[config.mk]
export PLATFORM = sky130hd
export DESIGN_NAME = rise_set_peak_detector
export DESIGN_NICKNAME = d
export VERILOG_FILES = /design/src/hw/rtl/rsp_pkg.sv /design/src/hw/rtl/rise_set_peak_detector.sv /design/src/hw/rtl/rsp_front.sv /design/src/hw/rtl/rsp_queue.sv /design/src/hw/rtl/rsp_back.sv
export SDC_FILE = /design/constraint.sdc
export NUM_CORES = 2
export LEC_CHECK = 0
export CORE_ASPECT_RATIO = 0.75
export CORE_MARGIN = 4
export CORE_UTILIZATION = 45
export DETAILED_ROUTE_END_ITERATION = 10
export DONT_BUFFER_PORTS = 1
export HOLD_SLACK_MARGIN = 0.15
export SLEW_MARGIN = 20
export SYNTH_ARGS = -nofsm -noshare
export SYNTH_HDL_FRONTEND = slang
export SYNTH_SLANG_ARGS = --single-unit
[constraint.sdc]
create_clock -name clk -period 7.5 [get_ports clk]
set_clock_uncertainty 0.1 [all_clocks]
set_input_delay 0.75 -clock clk [delete_from_list [all_inputs] [get_ports clk]]
set_output_delay 0.75 -clock clk [all_outputs]
set_load 0.02 [all_outputs]
[src/hw/rtl/rsp_pkg.sv]
// Shared types and constants for the rise/set/peak detector.
package rsp_pkg;

  // Field widths
  localparam int TIME_W          = 30;
  localparam int ANGLE_W         = 24;
  localparam int ANGLE_FRAC_BITS = 16;

  // Interpolation datapath widths
  localparam int DEN_W  = ANGLE_W + 1;
  localparam int PROD_W = TIME_W + ANGLE_W;
  localparam int CNT_W  = $clog2(TIME_W);

  // Samples at or below -90 degrees are treated as absent
  localparam logic signed [ANGLE_W-1:0] ABSENT_LIMIT =
    ANGLE_W'(-90 * (1 << ANGLE_FRAC_BITS));

  // Queue depth
  localparam int QDEPTH = 2;
  localparam int QPTR_W = $clog2(QDEPTH);
  localparam int QCNT_W = $clog2(QDEPTH + 1);

  // Crossing kind of a request
  typedef logic [1:0] kind_t;
  localparam kind_t KIND_NONE = 2'd0;
  localparam kind_t KIND_RISE = 2'd1;
  localparam kind_t KIND_SET  = 2'd2;

  // Classified request from the front end to the back end
  typedef struct packed {
    kind_t               kind;
    logic                dir_neg;
    logic [TIME_W-1:0]   t_prev;
    logic [TIME_W-1:0]   t_mag;
    logic [ANGLE_W-1:0]  a_prev_mag;
    logic [DEN_W-1:0]    den;
    logic                peak_event;
    logic [TIME_W-1:0]   peak_at;
    logic                all_found;
  } job_t;

endpackage

[src/hw/rtl/rise_set_peak_detector.sv]
// Top level of the rise/set/peak detector.
// Each request is classified by the front end, queued, and finished by the back end;
// a crossing adds 1 multiply and 30 divide steps in the back end before the result.
// Samples are taken while the back end is busy until the queue is full (in_stall);
// one request at a time in the back end; radix-2 divider, one quotient bit per cycle.
// Reset (rst_n low, synchronous): window, found flags, stored times and queue cleared.
module rise_set_peak_detector (
  input  logic                               clk,
  input  logic                               rst_n,
  input  logic                               in_valid,
  output logic                               in_stall,
  input  logic [rsp_pkg::TIME_W-1:0]         in_sample_time,
  input  logic signed [rsp_pkg::ANGLE_W-1:0] in_sample_altitude,
  output logic                               out_valid,
  input  logic                               out_stall,
  output logic                               out_rise_event,
  output logic [rsp_pkg::TIME_W-1:0]         out_rise_at,
  output logic                               out_set_event,
  output logic [rsp_pkg::TIME_W-1:0]         out_set_at,
  output logic                               out_peak_event,
  output logic [rsp_pkg::TIME_W-1:0]         out_peak_at,
  output logic                               out_all_found
);

  rsp_pkg::job_t front_job;
  rsp_pkg::job_t q_job;
  logic          q_full;
  logic          q_valid;
  logic          q_pop;
  logic          push;

  assign in_stall = q_full;
  assign push     = in_valid && !q_full;

  rsp_front u_front (
    .clk             (clk),
    .rst_n           (rst_n),
    .push            (push),
    .sample_time     (in_sample_time),
    .sample_altitude (in_sample_altitude),
    .job             (front_job)
  );

  rsp_queue u_queue (
    .clk       (clk),
    .rst_n     (rst_n),
    .push      (push),
    .push_job  (front_job),
    .full      (q_full),
    .pop       (q_pop),
    .pop_job   (q_job),
    .not_empty (q_valid)
  );

  rsp_back u_back (
    .clk            (clk),
    .rst_n          (rst_n),
    .q_valid        (q_valid),
    .q_job          (q_job),
    .q_pop          (q_pop),
    .out_valid      (out_valid),
    .out_stall      (out_stall),
    .out_rise_event (out_rise_event),
    .out_rise_at    (out_rise_at),
    .out_set_event  (out_set_event),
    .out_set_at     (out_set_at),
    .out_peak_event (out_peak_event),
    .out_peak_at    (out_peak_at),
    .out_all_found  (out_all_found)
  );

endmodule

[src/hw/rtl/rsp_front.sv]
// Front end: sample window, crossing/peak classification, found flags.
module rsp_front (
  input  logic                               clk,
  input  logic                               rst_n,
  input  logic                               push,
  input  logic [rsp_pkg::TIME_W-1:0]         sample_time,
  input  logic signed [rsp_pkg::ANGLE_W-1:0] sample_altitude,
  output rsp_pkg::job_t                      job
);

  logic [rsp_pkg::TIME_W-1:0]         time_r [3];
  logic signed [rsp_pkg::ANGLE_W-1:0] ang_r  [3];
  logic [2:0]                         pres_r;
  logic [2:0]                         found_r;
  logic [2:0]                         found_nxt;
  logic [rsp_pkg::TIME_W-1:0]         peak_r;
  logic [rsp_pkg::TIME_W-1:0]         peak_nxt;

  logic                               p3;
  logic                               active;
  logic                               rise_hit;
  logic                               set_hit;
  logic                               peak_hit;
  logic                               dir_neg;
  logic [rsp_pkg::ANGLE_W-1:0]        aap;
  logic [rsp_pkg::ANGLE_W-1:0]        aac;
  logic [rsp_pkg::TIME_W:0]           t_sum;

  // Classify the incoming sample against the window
  always_comb begin
    p3       = sample_altitude > rsp_pkg::ABSENT_LIMIT;
    active   = found_r != 3'b111;
    rise_hit = pres_r[2] && p3 && (ang_r[2] < 0) && (sample_altitude > 0);
    set_hit  = pres_r[2] && p3 && (ang_r[2] > 0) && (sample_altitude < 0);
    peak_hit = (&pres_r) && p3 && (ang_r[0] < ang_r[1]) &&
               (ang_r[2] > sample_altitude) && !found_r[2];

    // magnitudes for the interpolation
    dir_neg = sample_time < time_r[2];
    aap = ang_r[2][rsp_pkg::ANGLE_W-1] ? rsp_pkg::ANGLE_W'(~ang_r[2] + 1'b1)
                                       : rsp_pkg::ANGLE_W'(ang_r[2]);
    aac = sample_altitude[rsp_pkg::ANGLE_W-1]
          ? rsp_pkg::ANGLE_W'(~sample_altitude + 1'b1)
          : rsp_pkg::ANGLE_W'(sample_altitude);
    t_sum = {1'b0, time_r[1]} + {1'b0, time_r[2]};

    found_nxt = found_r;
    peak_nxt  = peak_r;
    if (active) begin
      found_nxt = found_r | {peak_hit, set_hit, rise_hit};
      if (peak_hit) begin
        peak_nxt = t_sum[rsp_pkg::TIME_W:1];
      end
    end

    job.kind = rsp_pkg::KIND_NONE;
    if (active && rise_hit) begin
      job.kind = rsp_pkg::KIND_RISE;
    end else if (active && set_hit) begin
      job.kind = rsp_pkg::KIND_SET;
    end
    job.dir_neg    = dir_neg;
    job.t_prev     = time_r[2];
    job.t_mag      = dir_neg ? (time_r[2] - sample_time) : (sample_time - time_r[2]);
    job.a_prev_mag = aap;
    job.den        = {1'b0, aap} + {1'b0, aac};
    job.peak_event = active && peak_hit;
    job.peak_at    = peak_nxt;
    job.all_found  = found_nxt == 3'b111;
  end

  // Window shift and found state
  always_ff @(posedge clk) begin
    if (!rst_n) begin
      for (int i = 0; i < 3; i++) begin
        time_r[i] <= '0;
        ang_r[i]  <= '0;
      end
      pres_r  <= '0;
      found_r <= '0;
      peak_r  <= '0;
    end else if (push && active) begin
      time_r[0] <= time_r[1];
      time_r[1] <= time_r[2];
      time_r[2] <= sample_time;
      ang_r[0]  <= ang_r[1];
      ang_r[1]  <= ang_r[2];
      ang_r[2]  <= sample_altitude;
      pres_r    <= {p3, pres_r[2:1]};
      found_r   <= found_nxt;
      peak_r    <= peak_nxt;
    end
  end

endmodule

[src/hw/rtl/rsp_queue.sv]
// Two-entry request queue between front end and back end.
module rsp_queue (
  input  logic          clk,
  input  logic          rst_n,
  input  logic          push,
  input  rsp_pkg::job_t push_job,
  output logic          full,
  input  logic          pop,
  output rsp_pkg::job_t pop_job,
  output logic          not_empty
);

  rsp_pkg::job_t                 mem_r [rsp_pkg::QDEPTH];
  logic [rsp_pkg::QPTR_W-1:0]    wr_r;
  logic [rsp_pkg::QPTR_W-1:0]    rd_r;
  logic [rsp_pkg::QCNT_W-1:0]    cnt_r;

  assign full      = cnt_r == rsp_pkg::QCNT_W'(rsp_pkg::QDEPTH);
  assign not_empty = cnt_r != '0;
  assign pop_job   = mem_r[rd_r];

  // Storage
  always_ff @(posedge clk) begin
    if (push) begin
      mem_r[wr_r] <= push_job;
    end
  end

  // Pointers and fill count
  always_ff @(posedge clk) begin
    if (!rst_n) begin
      wr_r  <= '0;
      rd_r  <= '0;
      cnt_r <= '0;
    end else begin
      if (push) begin
        wr_r <= wr_r + 1'b1;
      end
      if (pop) begin
        rd_r <= rd_r + 1'b1;
      end
      cnt_r <= cnt_r + rsp_pkg::QCNT_W'(push) - rsp_pkg::QCNT_W'(pop);
    end
  end

  a_no_overflow: assert property (@(posedge clk) disable iff (!rst_n)
    push |-> (!full || pop))
    else $error("request queue overflow");

  a_no_underflow: assert property (@(posedge clk) disable iff (!rst_n)
    pop |-> not_empty)
    else $error("request queue underflow");

endmodule

[src/hw/rtl/rsp_back.sv]
// Back end: interpolation (multiply + radix-2 divide), stored times, result register.
module rsp_back (
  input  logic                       clk,
  input  logic                       rst_n,
  input  logic                       q_valid,
  input  rsp_pkg::job_t              q_job,
  output logic                       q_pop,
  output logic                       out_valid,
  input  logic                       out_stall,
  output logic                       out_rise_event,
  output logic [rsp_pkg::TIME_W-1:0] out_rise_at,
  output logic                       out_set_event,
  output logic [rsp_pkg::TIME_W-1:0] out_set_at,
  output logic                       out_peak_event,
  output logic [rsp_pkg::TIME_W-1:0] out_peak_at,
  output logic                       out_all_found
);

  localparam logic [1:0] S_IDLE = 2'd0;
  localparam logic [1:0] S_MUL  = 2'd1;
  localparam logic [1:0] S_DIV  = 2'd2;
  localparam logic [1:0] S_DONE = 2'd3;

  logic [1:0]                  state_r, state_nxt;
  rsp_pkg::job_t               job_r;
  logic [rsp_pkg::CNT_W-1:0]   cnt_r, cnt_nxt;
  logic [rsp_pkg::DEN_W-1:0]   rem_r, rem_nxt;
  logic [rsp_pkg::TIME_W-1:0]  dvd_r, dvd_nxt;
  logic [rsp_pkg::TIME_W-1:0]  rise_r, rise_nxt;
  logic [rsp_pkg::TIME_W-1:0]  set_r, set_nxt;
  logic                        out_valid_r, out_valid_nxt;
  logic                        load_out;

  logic [rsp_pkg::PROD_W-1:0]  prod;
  logic [rsp_pkg::DEN_W-1:0]   trial;
  logic                        ge;
  logic [rsp_pkg::TIME_W-1:0]  new_t;

  logic                        o_rise_ev_r, o_set_ev_r, o_peak_ev_r, o_all_r;
  logic [rsp_pkg::TIME_W-1:0]  o_rise_at_r, o_set_at_r, o_peak_at_r;

  // Datapath: product, one divide step, final offset
  always_comb begin
    prod  = rsp_pkg::PROD_W'(job_r.t_mag) * rsp_pkg::PROD_W'(job_r.a_prev_mag);
    trial = {rem_r[rsp_pkg::DEN_W-2:0], dvd_r[rsp_pkg::TIME_W-1]};
    ge    = trial >= job_r.den;
    new_t = job_r.dir_neg ? (job_r.t_prev - dvd_r) : (job_r.t_prev + dvd_r);
  end

  // Sequencer
  always_comb begin
    state_nxt     = state_r;
    cnt_nxt       = cnt_r;
    rem_nxt       = rem_r;
    dvd_nxt       = dvd_r;
    rise_nxt      = rise_r;
    set_nxt       = set_r;
    out_valid_nxt = out_valid_r && out_stall;
    q_pop         = 1'b0;
    load_out      = 1'b0;
    case (state_r)
      S_IDLE: begin
        if (q_valid) begin
          q_pop     = 1'b1;
          state_nxt = (q_job.kind == rsp_pkg::KIND_NONE) ? S_DONE : S_MUL;
        end
      end
      S_MUL: begin
        // quotient fits TIME_W bits, so the high part is below the divisor
        rem_nxt   = rsp_pkg::DEN_W'(prod[rsp_pkg::PROD_W-1:rsp_pkg::TIME_W]);
        dvd_nxt   = prod[rsp_pkg::TIME_W-1:0];
        cnt_nxt   = '0;
        state_nxt = S_DIV;
      end
      S_DIV: begin
        rem_nxt = ge ? (trial - job_r.den) : trial;
        dvd_nxt = {dvd_r[rsp_pkg::TIME_W-2:0], ge};
        cnt_nxt = cnt_r + 1'b1;
        if (cnt_r == rsp_pkg::CNT_W'(rsp_pkg::TIME_W - 1)) begin
          state_nxt = S_DONE;
        end
      end
      S_DONE: begin
        if (!out_valid_r || !out_stall) begin
          load_out      = 1'b1;
          out_valid_nxt = 1'b1;
          state_nxt     = S_IDLE;
          if (job_r.kind == rsp_pkg::KIND_RISE) begin
            rise_nxt = new_t;
          end
          if (job_r.kind == rsp_pkg::KIND_SET) begin
            set_nxt = new_t;
          end
        end
      end
      default: begin
        state_nxt = S_IDLE;
      end
    endcase
  end

  // Control and stored times
  always_ff @(posedge clk) begin
    if (!rst_n) begin
      state_r     <= S_IDLE;
      out_valid_r <= 1'b0;
      rise_r      <= '0;
      set_r       <= '0;
    end else begin
      state_r     <= state_nxt;
      out_valid_r <= out_valid_nxt;
      rise_r      <= rise_nxt;
      set_r       <= set_nxt;
    end
  end

  // Datapath registers
  always_ff @(posedge clk) begin
    if (q_pop) begin
      job_r <= q_job;
    end
    cnt_r <= cnt_nxt;
    rem_r <= rem_nxt;
    dvd_r <= dvd_nxt;
  end

  // Result register
  always_ff @(posedge clk) begin
    if (load_out) begin
      o_rise_ev_r <= job_r.kind == rsp_pkg::KIND_RISE;
      o_set_ev_r  <= job_r.kind == rsp_pkg::KIND_SET;
      o_peak_ev_r <= job_r.peak_event;
      o_all_r     <= job_r.all_found;
      o_rise_at_r <= rise_nxt;
      o_set_at_r  <= set_nxt;
      o_peak_at_r <= job_r.peak_at;
    end
  end

  assign out_valid      = out_valid_r;
  assign out_rise_event = o_rise_ev_r;
  assign out_rise_at    = o_rise_at_r;
  assign out_set_event  = o_set_ev_r;
  assign out_set_at     = o_set_at_r;
  assign out_peak_event = o_peak_ev_r;
  assign out_peak_at    = o_peak_at_r;
  assign out_all_found  = o_all_r;

  a_div_count: assert property (@(posedge clk) disable iff (!rst_n)
    (state_r == S_DIV) |-> (cnt_r <= rsp_pkg::CNT_W'(rsp_pkg::TIME_W - 1)))
    else $error("divide step count out of range");

  a_one_crossing: assert property (@(posedge clk) disable iff (!rst_n)
    out_valid_r |-> !(o_rise_ev_r && o_set_ev_r))
    else $error("rise and set reported together");

endmodule
==> results.json <==
{
  "hpwl_mm": 124,
  "r2r_slack_ns": 0.19,
  "syn-instance-count": 5855,
  "regToRegEndpoint": "u_back.rem_r[23]$_DFFE_PP_",
  "fin_area_um2": 70100,
  "hold_path.class": "in -> reg",
  "yosys_register_bits": 821,
  "grt_pass1_wl_mm": 253,
  "crit_start": "u_back.job_r[66]$_DFFE_PP_",
  "crit_path_end_kind": "register",
  "htreeDepth": 3,
  "clk_pin_slew_ns": 0.06,
  "cts.sinks": 821,
  "synth_area_um2": 63100,
  "drtIter0Drc": 3126,
  "n_fill_cell": 12400,
  "via_per_inst": 5.36,
  "yosysTopAreaCell": "edfxtp_1",
  "synth_fa_ha_area_share_pct": 27.7,
  "cts_buffer_depth": 3,
  "route.detailed.drc": 0,
  "max_freq_ghz": 0.137,
  "grt_max_degree": 146,
  "ff2ff_path_depth": 26,
  "start_util_pct": 45.5,
  "slew_viol_final": 0,
  "reg2reg_from": "u_back.job_r[66]$_DFFE_PP_",
  "ys_types": 88,
  "status": "finished clean",
  "syn_to_final_growth_pct": 11.1,
  "die_area_um2": 146000,
  "crit_type": "reg -> reg",
  "arrival_ns": 7.74,
  "synth-simple-area-share_pct": 12.5,
  "synth_xor_area_share_pct": 3.32,
  "max_slew_margin_pct": 30.8,
  "synth_area_leaders": "edfxtp_1, fa_1, ha_1, inv_1, and2_1",
  "drt_wl_total_mm": 163,
  "grt_pass1_vias": 42600,
  "drt_pass1_iterations": 6,
  "muxShareOfSynthArea_pct": 3.97,
  "port_buffers": 0,
  "grt_usage_pct": 22.3,
  "finalCriticalPeriod_ns": 7.31,
  "synth_top_family_by_area": "adder cells",
  "synth_area_per_cell_um2": 10.8,
  "cp.required_ns": 7.92,
  "dpl_cell_area_um2": 66600,
  "yosys_warnings": 0,
  "synth-seq-area-share_pct": 37.4,
  "grt_antenna_before_repair": 7,
  "cp-start-kind": "register",
  "drtAntennaViolNets": 0,
  "critPathCapture": "u_back.rem_r[23]$_DFFE_PP_",
  "async_flop_share_pct": 0,
  "drv_cap": 0,
  "drive_gt1_share_pct": 10.9,
  "synth-edff-count": 717,
  "final_nets": 6972,
  "dieWidth_um": 440,
  "io_pins": 154,
  "gp_congestion": 0.904,
  "worstMarginPinSlew_ns": 1.04,
  "fin_crit_sh_pct": 97.5,
  "wl_per_cell_um": 20.8,
  "cts_made_buffers": 85,
  "setup_slack_ns": 0.186,
  "cts-root-buf": "clkbuf_16",
  "synth-main-ff-cell": "edfxtp_1",
  "critPathMaxFanout": 7,
  "coreArea_um2": 139000,
  "synth_compound_area_share_pct": 8.52,
  "layout_common_cells": "inv_1, edfxtp_1, nand2_1",
  "rows": 118,
  "yosysTopAreaCellShare_pct": 34.1,
  "overflow": 0,
  "layout_commonest_cell": "inv_1",
  "vias": 41900,
  "die_h_um": 332,
  "hold_viol_final": 0,
  "cts_tree": "done",
  "place_ws_ns": -0.0805,
  "clk_latency_ns": 0.69,
  "synth_nets": 6936,
  "finalSetupViolCount": 0
}
-- repair_timing --
| action | in CTS | in global routing |
|---|---|---|
| endpoints found under the setup margin | 5 | 19 |
| gates cloned | 0 | 3 |
| hold buffers | 4 | 0 |
| pin swaps | 1 | 30 |
| resized for setup | 0 | 66 |
| buffers inserted | 3 | 12 |
| hold endpoints to repair | 73 | 0 |
-- state kept, by name (all words and copies together) (netlist names), 60 cells and up, named ones only --
signal and count:
u_front.ang_r 72, u_back.job_r 144, u_queue.mem_r 288, u_front.time_r 60
-- cell type report --
type                    instances  area, um^2  share of cell area [%]
multi-input cells            3927       35700                    50.9
clock inverters                42         561                   0.800
clock buffers                 117        2410                    3.44
inverters                     844        3170                    4.53
diodes                          6        15.0                  0.0214
flip-flops and latches        821       23600                    33.7
well taps                    1860        2330                    3.32
repair buffers                212        2330                    3.33
-- synth_stat cells (all sizes together) (22+ instances only) --
cell type / instances
mux2i: 22
buf: 29
nand2: 630
xnor2: 176
o31ai: 33
fa: 620
a22o: 30
nand4: 32
and2: 459
o21a: 37
nand3: 41
o211ai: 30
o21ai: 176
xor2: 63
nor3: 44
clkbuf: 234
a21o: 104
mux2: 203
ha: 403
nor2: 261
nor2b: 45
o21bai: 30
a31oi: 26
a211oi: 23
a21oi: 231
dfxtp: 104
inv: 844
edfxtp: 717
-- worst min path at each step --
| stage | depth (start not counted) | slack, ns | start | endpoint |
|---|---|---|---|---|
| 2_1_floorplan | 0 | 0.30 | u_back.job_r[0]$_DFFE_PP_ | u_back.out_all_found$_DFFE_PP_ |
| 3_3_place_gp | 0 | 0.31 | u_back.job_r[5]$_DFFE_PP_ | u_back.out_peak_at[4]$_DFFE_PP_ |
| 3_5_place_dp | 0 | 0.30 | u_back.job_r[5]$_DFFE_PP_ | u_back.out_peak_at[4]$_DFFE_PP_ |
| 4_1_cts | 2 | 0.15 | in_sample_time[4] | u_front.time_r[2][4]$_SDFFCE_PN0P_ |
| 5_1_grt | 2 | 0.17 | in_sample_time[5] | u_front.time_r[2][5]$_SDFFCE_PN0P_ |
| 6_report | 2 | 0.20 | in_sample_time[0] | u_front.time_r[2][0]$_SDFFCE_PN0P_ |
-- kinds of logic after synthesis --
kind of cell | after synthesis
adder cells (fa/ha/maj) | 1023
AND/OR/NAND/NOR | 1613
XOR/XNOR | 239
buffers and inverters | 1107
flip-flops | 821
multiplexers | 225
AO/OA/AOI/OAI | 827
-- metal layers --
metal | wire, um | up-vias | part of all wire, % | track usage [%]
met5 | 0 | - | 0 | 0
met4 | 4620 | 0 | 2.8 | 6.05
met3 | 10600 | 211 | 6.5 | 4.08
met2 | 72400 | 1129 | 44 | 33.9
met1 | 75600 | 21100 | 46 | 32.8
li1 | - | 19500 | - | -
-- stage by stage --
step | utilization, % | hold slack, ns | instances | setup TNS (ns)
floorplan | - | 0.300 | 5855 | 0
global placement | 48.0 | 0.305 | 7642 | -0.0219
detailed placement | 48.0 | 0.305 | 7642 | -0.101
CTS | 50.2 | 0.151 | 7808 | 0
global route | 50.6 | 0.172 | 7828 | -0.0373
finish | 50.6 | 0.202 | 7829 | 0
-- worst max-delay path, stage by stage (launching register included) --
cell      delay [ns]
edfxtp_1        0.44
buf_12          0.19
buf_8           0.15
and2_1          0.16
fa_2            0.56
inv_1           0.06
fa_1            0.56
fa_2            0.45
fa_1            0.44
inv_2           0.09
fa_2            0.45
fa_1            0.54
inv_1           0.06
fa_1            0.53
inv_1           0.04
ha_2            0.21
a21oi_2         0.18
o21bai_2        0.10
a211oi_2        0.25
o211ai_1        0.14
o211ai_1        0.21
buf_4           0.19
a21oi_2         0.07
a221oi_2        0.36
o21ai_1         0.14
or4_1           0.40
o211ai_1        0.10
Power is left out: the tool's default activity adds up to more than one toggle a clock period on the data nets, which glitch-free logic cannot reach.
